$ cat src/rtl/mac_al_pkg.sv
package mac_al_pkg;

    localparam int MAX_ENTRIES_DEF = 8;
    localparam int MAC_W           = 48;
    localparam int ENTRY_COUNT_W   = 4;

    typedef enum logic {
        FUNC_LOOKUP = 1'b0,
        FUNC_ADD    = 1'b1
    } func_t;

    typedef enum logic [1:0] {
        ST_FOUND     = 2'd0,
        ST_ADDED     = 2'd1,
        ST_FULL      = 2'd2,
        ST_NOT_FOUND = 2'd3
    } status_t;

    // request moving down the cell chain, with the match seen so far
    typedef struct packed {
        logic             valid;
        func_t            func;
        logic [MAC_W-1:0] addr;
        logic             hit;
    } link_t;

endpackage

$ cat src/rtl/mac_al_cell.sv
module mac_al_cell
    import mac_al_pkg::*;
#(
    parameter int IDX   = 0,
    parameter int CNT_W = 4
)
(
    input  logic             clk,
    input  logic             rst_n,
    input  link_t            link_in,
    output link_t            link_out,
    input  logic [CNT_W-1:0] count,
    input  logic             wr_en,
    input  logic [MAC_W-1:0] wr_data
);

    localparam logic [CNT_W-1:0] IDX_C = CNT_W'(IDX);

    logic [MAC_W-1:0] entry_reg;
    logic             valid_reg;
    func_t            func_reg;
    logic [MAC_W-1:0] addr_reg;
    logic             hit_reg;
    logic             hit_next;

    // only filled slots take part in the compare
    assign hit_next = link_in.hit || ((IDX_C < count) && (entry_reg == link_in.addr));

    always_ff @(posedge clk or negedge rst_n)
    begin
        if (!rst_n)
        begin
            valid_reg <= 1'b0;
        end
        else
        begin
            valid_reg <= link_in.valid;
        end
    end

    always_ff @(posedge clk)
    begin
        func_reg <= link_in.func;
        addr_reg <= link_in.addr;
        hit_reg  <= hit_next;
        if (wr_en)
        begin
            entry_reg <= wr_data;
        end
    end

    assign link_out.valid = valid_reg;
    assign link_out.func  = func_reg;
    assign link_out.addr  = addr_reg;
    assign link_out.hit   = hit_reg;

endmodule

$ cat src/rtl/mac_allowlist_table_top.sv
// an accepted start sends the request down the cell chain; done is registered from the chain tail
// one transaction at a time: busy stays high until done,
// and the next start is taken in the cycle done is high
// the request walks the cell chain, one cell per cycle
// reset clears the fill count, busy and done; stored addresses are not cleared
// results cannot be stalled: accepted and status hold each result only until the next done
module mac_allowlist_table_top
    import mac_al_pkg::*;
#(
    parameter int MAX_ENTRIES = MAX_ENTRIES_DEF
)
(
    input  logic                     clk,
    input  logic                     rst_n,
    input  logic                     start,
    output logic                     busy,
    input  logic                     func,
    input  logic [MAC_W-1:0]         mac_addr,
    output logic                     done,
    output logic                     accepted,
    output logic [1:0]               status,
    output logic [ENTRY_COUNT_W-1:0] entry_count
);

    localparam int CNT_W = $clog2(MAX_ENTRIES + 1);
    localparam logic [CNT_W-1:0] MAX_C = CNT_W'(MAX_ENTRIES);

    link_t                   chain [MAX_ENTRIES+1];
    logic [MAX_ENTRIES-1:0]  wr_sel;

    logic                    busy_reg, busy_next;
    logic [CNT_W-1:0]        count_reg, count_next;
    logic                    done_reg;
    logic                    accepted_reg, accepted_next;
    status_t                 status_reg, status_next;
    logic                    append;
    logic                    take;
    logic [CNT_W+ENTRY_COUNT_W-1:0] count_ext;
    link_t                   tail;

    assign take = start && !busy_reg;

    assign chain[0].valid = take;
    assign chain[0].func  = func_t'(func);
    assign chain[0].addr  = mac_addr;
    assign chain[0].hit   = 1'b0;

    genvar gi;
    generate
        for (gi = 0; gi < MAX_ENTRIES; gi++)
        begin : g_cell
            assign wr_sel[gi] = append && (count_reg == CNT_W'(gi));

            mac_al_cell #(
                .IDX   (gi),
                .CNT_W (CNT_W)
            ) u_cell (
                .clk      (clk),
                .rst_n    (rst_n),
                .link_in  (chain[gi]),
                .link_out (chain[gi+1]),
                .count    (count_reg),
                .wr_en    (wr_sel[gi]),
                .wr_data  (tail.addr)
            );
        end
    endgenerate

    assign tail = chain[MAX_ENTRIES];

    always_comb
    begin
        append        = 1'b0;
        accepted_next = 1'b0;
        status_next   = ST_NOT_FOUND;
        count_next    = count_reg;
        busy_next     = busy_reg;
        if (take)
        begin
            busy_next = 1'b1;
        end
        if (tail.valid)
        begin
            busy_next = 1'b0;
            if (tail.hit)
            begin
                accepted_next = 1'b1;
                status_next   = ST_FOUND;
            end
            else if (tail.func == FUNC_LOOKUP)
            begin
                status_next = ST_NOT_FOUND;
            end
            else if (count_reg == MAX_C)
            begin
                status_next = ST_FULL;
            end
            else
            begin
                append        = 1'b1;
                accepted_next = 1'b1;
                status_next   = ST_ADDED;
                count_next    = count_reg + CNT_W'(1);
            end
        end
    end

    always_ff @(posedge clk or negedge rst_n)
    begin
        if (!rst_n)
        begin
            busy_reg  <= 1'b0;
            count_reg <= '0;
            done_reg  <= 1'b0;
        end
        else
        begin
            busy_reg  <= busy_next;
            count_reg <= count_next;
            done_reg  <= tail.valid;
        end
    end

    always_ff @(posedge clk)
    begin
        if (tail.valid)
        begin
            accepted_reg <= accepted_next;
            status_reg   <= status_next;
        end
    end

    assign count_ext   = {{ENTRY_COUNT_W{1'b0}}, count_reg};
    assign busy        = busy_reg;
    assign done        = done_reg;
    assign accepted    = accepted_reg;
    assign status      = status_reg;
    assign entry_count = count_ext[ENTRY_COUNT_W-1:0];

    a_busy_after_start: assert property (@(posedge clk) disable iff (!rst_n)
        (start && !busy) |=> busy)
        else $error("busy not raised after accepted start");

    a_done_ends_busy: assert property (@(posedge clk) disable iff (!rst_n)
        done |-> $past(busy_reg))
        else $error("done without a transaction in flight");

    a_count_bound: assert property (@(posedge clk) disable iff (!rst_n)
        count_reg <= MAX_C)
        else $error("fill count beyond table size");

    a_added_counts: assert property (@(posedge clk) disable iff (!rst_n)
        (done && status == ST_ADDED) |-> (accepted && count_reg == $past(count_reg) + CNT_W'(1)))
        else $error("append without count increment");

endmodule
$ cat config.mk
export PLATFORM = sky130hd
export DESIGN_NAME = mac_allowlist_table_top
export DESIGN_NICKNAME = d
export VERILOG_FILES = /design/src/rtl/mac_al_pkg.sv /design/src/rtl/mac_al_cell.sv /design/src/rtl/mac_allowlist_table_top.sv
export SDC_FILE = /design/constraint.sdc
export NUM_CORES = 1
export LEC_CHECK = 0
export BUFFER_PORTS_ARGS = -buffer_cell sky130_fd_sc_hd__buf_2
export CORE_UTILIZATION = 40
export DETAILED_ROUTE_END_ITERATION = 10
export PLACE_DENSITY = 0.53
export SYNTH_ARGS = -nofsm -noshare
export SYNTH_HDL_FRONTEND = slang
export SYNTH_SLANG_ARGS = --single-unit
export TNS_END_PERCENT = 5
$ cat constraint.sdc
create_clock -name clk -period 7.9 [get_ports clk]
set_input_delay 0.79 -clock clk [delete_from_list [all_inputs] [get_ports clk]]
set_output_delay 0.79 -clock clk [all_outputs]
set_load 0.1 [all_outputs]
# Yosys cells after proc, flatten, opt, wreduce, memory -nomap -nowiden
# Cells that the tools add are included.
word_totals:
  reg_bits: 801
  input_bits: 52
  word_cells: 108
op_classes:
  n_addsub: 1
  magnitude_cmp: 8
  eq_ne: 16
  mux: 8
  bitwise: 2
  n_reduce_logical: 28
ops:
  columns: ["cell", "n"]
  rows:
  - ["48-bit equality test", 8]
  - ["1-bit logical AND", 17]
  - ["4-bit by 3-bit equality test with 1-bit output, second input constant", 4]
  - ["3-bit by 4-bit less-than comparator with 1-bit output, first input constant", 4]
  - ["4-bit by 2-bit equality test with 1-bit output, second input constant", 2]
  - ["1-bit by 4-bit less-than comparator with 1-bit output, first input constant", 2]
  - ["2-bit by 4-bit less-than comparator with 1-bit output, first input constant", 2]
  - ["1-bit logical OR", 7]
  - ["1-bit 2-to-1 mux", 6]
  - ["4-bit by 1-bit adder with 4-bit output, second input constant", 1]
  - ["4-bit by 1-bit equality test with 1-bit output, second input constant", 1]
  - ["4-bit equality test, second input constant", 1]
  - ["4-bit zero test", 1]
  - ["2-bit 2-to-1 mux", 2]
  - ["4-bit AND reduction", 1]
  - ["1-bit inverter", 2]
  - ["2-bit nonzero test", 1]
  - ["1-bit zero test", 1]

# Logic depth before layout (Yosys ltp)
# Gate-level depths: netlist (run 1).
logic_depth:
  word_depth: 6
  ltp_mapped: 7
  mapped_depth_nobuf: 7

# Hierarchy
# A second synthesis (run 1) with hierarchy kept.
hier_totals:
  hier_cells: 1395
  hier_area_um2: 24772.5
by_module_without_submodules:
  columns: ["module", "n_inst", "cells_per_inst", "area_each_um2", "seq_area_each_um2"]
  rows:
  - ["mac_al_cell (g_cell[1].u_cell ...)", 2, 167, 3031.7, 2467.4]
  - ["mac_al_cell (g_cell[7].u_cell)", 1, 174, 3040.4, 2467.4]
  - ["mac_al_cell (g_cell[3].u_cell)", 1, 171, 3037.9, 2467.4]
  - ["mac_al_cell (g_cell[4].u_cell)", 1, 168, 3037.9, 2467.4]
  - ["mac_al_cell (g_cell[0].u_cell)", 1, 168, 3035.4, 2467.4]
  - ["mac_al_cell (g_cell[6].u_cell)", 1, 168, 3034.2, 2467.4]
  - ["mac_al_cell (g_cell[2].u_cell)", 1, 168, 3025.4, 2467.4]
  - ["mac_allowlist_table_top", 1, 44, 498.0, 240.2]

# Least setup slack after synthesis (run 1)
# Ideal clock, no wire load.
synth_timing:
  path_kind: "register to register"
  from: "register count_reg[0] (netlist: entry_count[0])"
  to: "register g_cell[5].u_cell.entry_reg[0], enable pin"
  setup_time_ps: 573
  arrival_ps: 6672
  setup_slack_ps: 655
  stages_incl_launch_ff: 7
  n_path_buf: 0
  synth_period_minus_slack_ps: 7245
  path_cell_list: "dfrtp_1 inv_1 ha_1 and3b_1 nor3_4 nand2_1 nor4_1"
synth_via:
  elab_chain_len: 6
  elab_cells_between_ends: 7
  classes_between: "2 x eq/ne; 4 x mux; 1 x reduce/logical"
synth_lines:
  columns: ["element", "line_no", "source"]
  rows:
  - ["from (decl)", "mac_allowlist_table_top.sv:32", "logic [CNT_W-1:0] count_reg, count_next;"]
  - ["from (signal assigned)", "mac_allowlist_table_top.sv:119", "count_reg <= count_next;"]
  - ["4-bit equality test", "mac_allowlist_table_top.sv:94", "else if (count_reg == MAX_C)"]
  - ["1-bit 2-to-1 mux", "mac_allowlist_table_top.sv:94", null]
  - ["1-bit 2-to-1 mux", "mac_allowlist_table_top.sv:90", "else if (tail.func == FUNC_LOOKUP)"]
  - ["1-bit 2-to-1 mux", "mac_allowlist_table_top.sv:85", "if (tail.hit)"]
  - ["1-bit 2-to-1 mux", "mac_allowlist_table_top.sv:82", "if (tail.valid)"]
  - ["1-bit logical AND (*)", "mac_allowlist_table_top.sv:52", "assign wr_sel[gi] = append && (count_reg == CNT_W'(gi));"]
  - ["net g_cell[5].u_cell.wr_en", "mac_al_cell.sv:13", "input logic wr_en,"]
  - ["to (signal assigned)", "mac_al_cell.sv:48", "entry_reg <= wr_data;"]
  - ["to (decl)", "mac_al_cell.sv:19", "logic [MAC_W-1:0] entry_reg;"]
# Mark *: on every way through the listed nets, which the timed path passes. The rest lies on a longest branch.
# A chain may end at the register's enable or synchronous reset.

# Worst setup path in the final report (run 1)
layout_timing:
  from: "register count_reg[1] (netlist: entry_count[1])"
  to: "register g_cell[7].u_cell.entry_reg[35], enable pin"
layout_via:
  elab_chain_len: 6
  elab_cells_between_ends: 7
  classes_between: "2 x eq/ne; 4 x mux; 1 x reduce/logical"
layout_lines:
  columns: ["element", "line_no"]
  rows:
  - ["4-bit equality test", "mac_allowlist_table_top.sv:94"]
  - ["1-bit 2-to-1 mux", "mac_allowlist_table_top.sv:94"]
  - ["1-bit 2-to-1 mux", "mac_allowlist_table_top.sv:90"]
  - ["1-bit 2-to-1 mux", "mac_allowlist_table_top.sv:85"]
  - ["1-bit 2-to-1 mux", "mac_allowlist_table_top.sv:82"]
  - ["1-bit logical AND (*)", "mac_allowlist_table_top.sv:52"]
  - ["net g_cell[7].u_cell.wr_en", "mac_al_cell.sv:13"]
  - ["to (signal assigned)", "mac_al_cell.sv:48"]
  - ["to (decl)", "mac_al_cell.sv:19"]
# Marks and branches as above.

==> impl_metrics.ini, run 1 <==
[run_status]
status = complete, no violations

[floorplanning]
core_area_sq_um = 60400
std_cell_rows = 90
chipWidth_um = 249
design.die.area_sq_um = 62200
die_y_um = 249
io_pins = 61
start_util_pct = 40.5

[worst_setup_path]
cp_cell_sequence = inv_1, ha_1, and3b_1, nor3_4, nand4_1, nor2_4, buf_4
crit_fanout = 29
criticalPathCategory = reg2reg
end_kind = register
worst_setup_path_start_kind = register
cp_slowest_cell = nor2_4
max_stage_delay_ns = 0.60
cp.required_ns = 8.15
worst_ep_arrival_time_ns = 3.50

[yosys]
async_flop_share_pct = 1.75
synth_area_per_cell_sq_um = 17.9
yosysWarnings = 0
ys_seq_area_share_pct = 81.7
syn_nets = 1423
ys_ff_latch = 801
synth_area_sq_um = 24500
synthFlopType = dfxtp_1
synth.distinct_cells = 31
synth_edf_count = 387
synthCells = 1368

[clocking]
cts_resized = 0
htree_num_levels = 3
cts_max_path_buffers = 3
clkTransAtPathRegs_ns = 0.06
insertion_delay_ns = 0.62
cts.sinks = 801
postCtsSetupRepairBufs = 0
cts_root_buffer = clkbuf_16
cts_hold_buf = 0
cts_tree = yes
numCtsBuffers = 80

[place]
dpl.cell_count = 2218
gp_congestion = 0.836
io_buffers = 60
place_hpwl_um = 45600
placed_area_sq_um = 25800

[route]
via_count = 11165
finalWirelength_um = 61200
drc = 0
wl_per_cell_um = 25.8
dr.pass1.iters = 5
detail-route-antenna-nets = 0
drt-initial-drc-count = 787
viasPerCell = 4.71

[power_and_ir_drop]
p_sw_share_pct = 22.1
pwr-share-seq_pct = 53.7
vdd_drop_max_v = 0.000209
internal_power_uw = 6760
power_leakage_uw = 0.0101
powerDensity_nw_per_um2 = 305
combinationalPowerShare_pct = 3.8
p_clk_share_pct = 42.5
power.switching_uw = 1910

[finish]
drive_gt1_share_pct = 12.7
stdcell_count = 2370
final_area_sq_um = 28400
final_cell_mix = dfxtp_1 (400), edfxtp_1 (387), xor2_1 (196)
area_growth_pct = 16.2
final_core_util_pct = 47.1
layout_commonest_cell = dfxtp_1
num-nets-final = 1573
fillers = 5113

[global_routing]
grt_pass1_vias = 11163
track_usage_pct = 20.1
antenna_found_initial = 3
grt_pass1_wl_um = 85700
overflow = 0
grt_max_degree = 49

[timing]
fmax_ghz = 0.308
rsz0062_at_grt = false
skew_ns = 0.0272
final-setup-viol-count = 0
relSlewSlack_pct = 8.10
period_share_pct = 41.1
worstMarginPinSlew_ns = 1.37
final-hold-violation-count = 0
final.setup.tns_ns = 0
min_period_ns = 3.25
final_max_slew_viol_count = 0

[worst_hold_path]
hp-class = in2async

[flow_run]
drv_cap = 0
-- cells by family after synthesis --
kind of cell | share of synthesized area (%)
DFF | 81.7
xor gates and xnor gates | 13.6
and+or+nand+nor | 3.64
AOI/OAI and AO/OA | 0.731
buffers and inverters | 0.215
adders and majority gates | 0.153
-- worst paths after layout --
check | from | to | slack, ns | depth (start not counted)
setup reg to reg | entry_count[1] | g_cell[7].u_cell.entry_reg[35] | 4.65 | 7
hold reg to reg | g_cell[1].u_cell.func_reg | g_cell[2].u_cell.func_reg | 0.32 | 0
hold / removal | rst_n | entry_count[3] | 0.09 | 1
min in group clk | mac_addr[31] | g_cell[0].u_cell.addr_reg[31] | 0.29 | 1
setup / recovery | entry_count[1] | g_cell[7].u_cell.entry_reg[35] | 4.65 | 7
max in group asynchronous | rst_n | g_cell[0].u_cell.valid_reg | 7.53 | 1
-- synthesized netlist by cell type, types with 4 or more instances --
cell type / count / share of area, %
a41o_1: 6 / 0.25
edfxtp_1: 387 / 47
dfrtp_1: 14 / 1.4
a21oi_1: 6 / 0.12
xnor2_1: 184 / 6.6
nand2_1: 8 / 0.12
xor2_1: 196 / 7.0
inv_1: 10 / 0.15
o21ai_0: 5 / 0.10
nor2_1: 4 / 0.061
nand4_1: 53 / 1.4
dfxtp_1: 400 / 33
nor3_1: 7 / 0.14
nor4_1: 61 / 1.6
-- stage by stage --
stage / setup WS, ns / hold WS, ns / power, uW
after floorplan: 0.655 / 0.310 / 4870
after global placement: 4.78 / 0.311 / 5070
after detailed placement: 4.68 / 0.312 / 5080
after CTS: 4.68 / 0.0786 / 8740
after global routing: 4.45 / 0.113 / 8940
final: 4.65 / 0.0944 / 8670
-- power by group through the flow --
stage | sequential (uW) | clock [uW] | combinational, uW
floorplan | 4730 | 0 | 143
global route | 4670 | 3920 | 351
global placement | 4740 | 0 | 336
finish | 4650 | 3690 | 330
detailed placement | 4740 | 0 | 336
CTS | 4650 | 3750 | 338
-- critical path: cells and delay by family (launching register included) --
kind | cells | cell delay, ns
DFF | 1 | 0.52
and+or+nand+nor | 4 | 1.45
buffers and inverters | 2 | 0.60
adders and majority gates | 1 | 0.26
-- area by class of cell --
cell class / count / area [sq um] / share of cell area [%]
flip-flops and latches: 801 / 20000 / 70.3
multi-input cells: 555 / 4460 / 15.7
clock buffers: 121 / 2390 / 8.42
well taps: 782 / 978 / 3.44
repair buffers: 70 / 375 / 1.32
clock inverters: 26 / 191 / 0.673
inverters: 10 / 37.5 / 0.132
diodes: 5 / 12.5 / 0.0440
-- per-layer routing --
| layer | vias up | routed length (um) | GRT usage (%) |
|---|---|---|---|
| li1 | 5184 | - | - |
| met2 | 288 | 28100 | 31.0 |
| met4 | 0 | 1640 | 7.14 |
| met1 | 5623 | 28100 | 28.3 |
| met5 | - | 0 | 0 |
| met3 | 70 | 3400 | 3.93 |
Note: power is estimated with default switching activity, not from simulation.
==> run 2, diff against run 1 <==
- clock period: 7.9 -> 3 ns (I/O delays scaled with it)
==> run 2 against run 1 <==
Compared with the run above:
- final area up 2.6%
- core utilization grew 1.2 points
- global-route usage shrank 0.62 points
- sequential share of layout area decreased by 1.7 points
- maximum frequency up 32%
- die area unchanged
- worst hold slack better by 0.040 ns
- clock power increased to 2.7 times the previous value
- via count increased by 0.44%
- largest power group unchanged
- combinational power grew to 2.8 times the previous value
- critical path type unchanged
- cell count is 2.1% higher
==> impl_metrics.ini, run 2 (same netlist as run 1, synthesis figures left out) <==
[place]
gp_congestion = 0.852
place_hpwl_um = 44700
io_buffers = 60

[power_and_ir_drop]
power_leakage_uw = 0.0104
p_sw_share_pct = 22.3
powerDensity_nw_per_um2 = 794
vdd_drop_max_v = 0.000439
power.switching_uw = 5160
p_clk_share_pct = 43.0
pwr-share-seq_pct = 53.0
internal_power_uw = 18000
combinationalPowerShare_pct = 4.0

[timing]
fmax_ghz = 0.406
final_max_slew_viol_count = 0
rsz0062_at_grt = false
final-setup-viol-count = 0
relSlewSlack_pct = 36.2
holdWs_ns = 0.134
min_period_ns = 2.46
final-hold-violation-count = 0
period_share_pct = 82.1
worstMarginPinSlew_ns = 0.948
final.setup.tns_ns = 0
skew_ns = 0.0195

[worst_setup_path]
crit_fanout = 48
criticalPathCategory = reg2reg
worst_ep_arrival_time_ns = 2.74
r2r_slack_ns = 0.54
cp.required_ns = 3.28
worst_setup_path_start_kind = register
end_kind = register

[finish]
area_growth_pct = 19.2
drive_gt1_share_pct = 13.3
num-nets-final = 1625
layout_commonest_cell = dfxtp_1
final_cell_mix = dfxtp_1 (400), edfxtp_1 (387), xor2_1 (196)

[floorplanning]
core_area_sq_um = 60400
chipWidth_um = 249
die_y_um = 249
design.die.area_sq_um = 62200
start_util_pct = 40.5
io_pins = 61
std_cell_rows = 90

[route]
detail-route-antenna-nets = 0
wl_per_cell_um = 24.6
drc = 0
finalWirelength_um = 59500
dr.pass1.iters = 5
viasPerCell = 4.63
drt-initial-drc-count = 851
via_count = 11214

[global_routing]
track_usage_pct = 19.5
overflow = 0
grt_pass1_wl_um = 84000
grt_pass1_vias = 11465
antenna_found_initial = 6
grt_max_degree = 49

[clocking]
cts_max_path_buffers = 3
numCtsBuffers = 79
cts.sinks = 801
cts_root_buffer = clkbuf_16
postCtsSetupRepairBufs = 0
insertion_delay_ns = 0.62
clkTransAtPathRegs_ns = 0.06
cts_tree = yes
htree_num_levels = 3
cts_hold_buf = 51
cts_resized = 0

[flow_run]
drv_cap = 0

[run_status]
status = complete, no violations

[worst_hold_path]
hp-class = in2async
## run 2: power by group through the flow
stage	Combinational [uW]	Clock, uW	Sequential (uW)
floorplan	403	0	12500
global placement	910	0	12500
detailed placement	902	0	12500
CTS	962	10100	12300
global route	1000	10600	12300
finish	935	9960	12300
## run 2: metrics by stage
step	cell area [sq um]	cells	total power, uW	worst slack, ns	util (%)
2_1_floorplan	24500	1368	12900	-0.783	-
3_3_place_gp	26000	2220	13400	0.587	43.1
3_5_place_dp	26000	2220	13400	0.577	43.1
4_1_cts	29200	2419	23300	0.546	48.3
5_1_grt	29200	2419	23900	0.429	48.3
6_report	29200	2420	23200	0.536	48.3
## run 2: worst paths after layout
path | start | to | cells past startpoint
worst max-delay path | entry_count[0] | g_cell[7].u_cell.entry_reg[29] | 8
worst min-delay path | rst_n | entry_count[1] | 2
worst max register to register | entry_count[0] | g_cell[7].u_cell.entry_reg[29] | 8
worst min register to register | g_cell[6].u_cell.func_reg | g_cell[7].u_cell.func_reg | 0
max in group asynchronous | rst_n | entry_count[0] | 2
min in group clk | g_cell[6].u_cell.func_reg | g_cell[7].u_cell.func_reg | 0
## run 2: cell type report
type	instances	area, sq um
inverter	10	41.3
sequential	801	20000
multi-input combinational	555	4490
antenna	1	2.50
clock buffer	108	2220
timing repair buffer	123	1000
fill	5086	31200
tap	782	978
clock inverter	40	440
## run 2: critical path: stages (launching register included)
cell	delay, ns
dfrtp_4	0.44
clkinvlp_4	0.20
ha_4	0.24
and3b_1	0.20
nor3_4	0.15
buf_4	0.19
nand4_1	0.20
nor2_4	0.16
buf_12	0.27
## run 2: per-layer routing
layer | track usage [%] | part of all wire [%] | vias to the layer above
met3 | 3.68 | 4.0 | 81
met1 | 27.7 | 47 | 5607
met4 | 4.85 | 2.2 | 0
met5 | 0 | 0 | -
met2 | 30.8 | 47 | 241
li1 | - | - | 5285
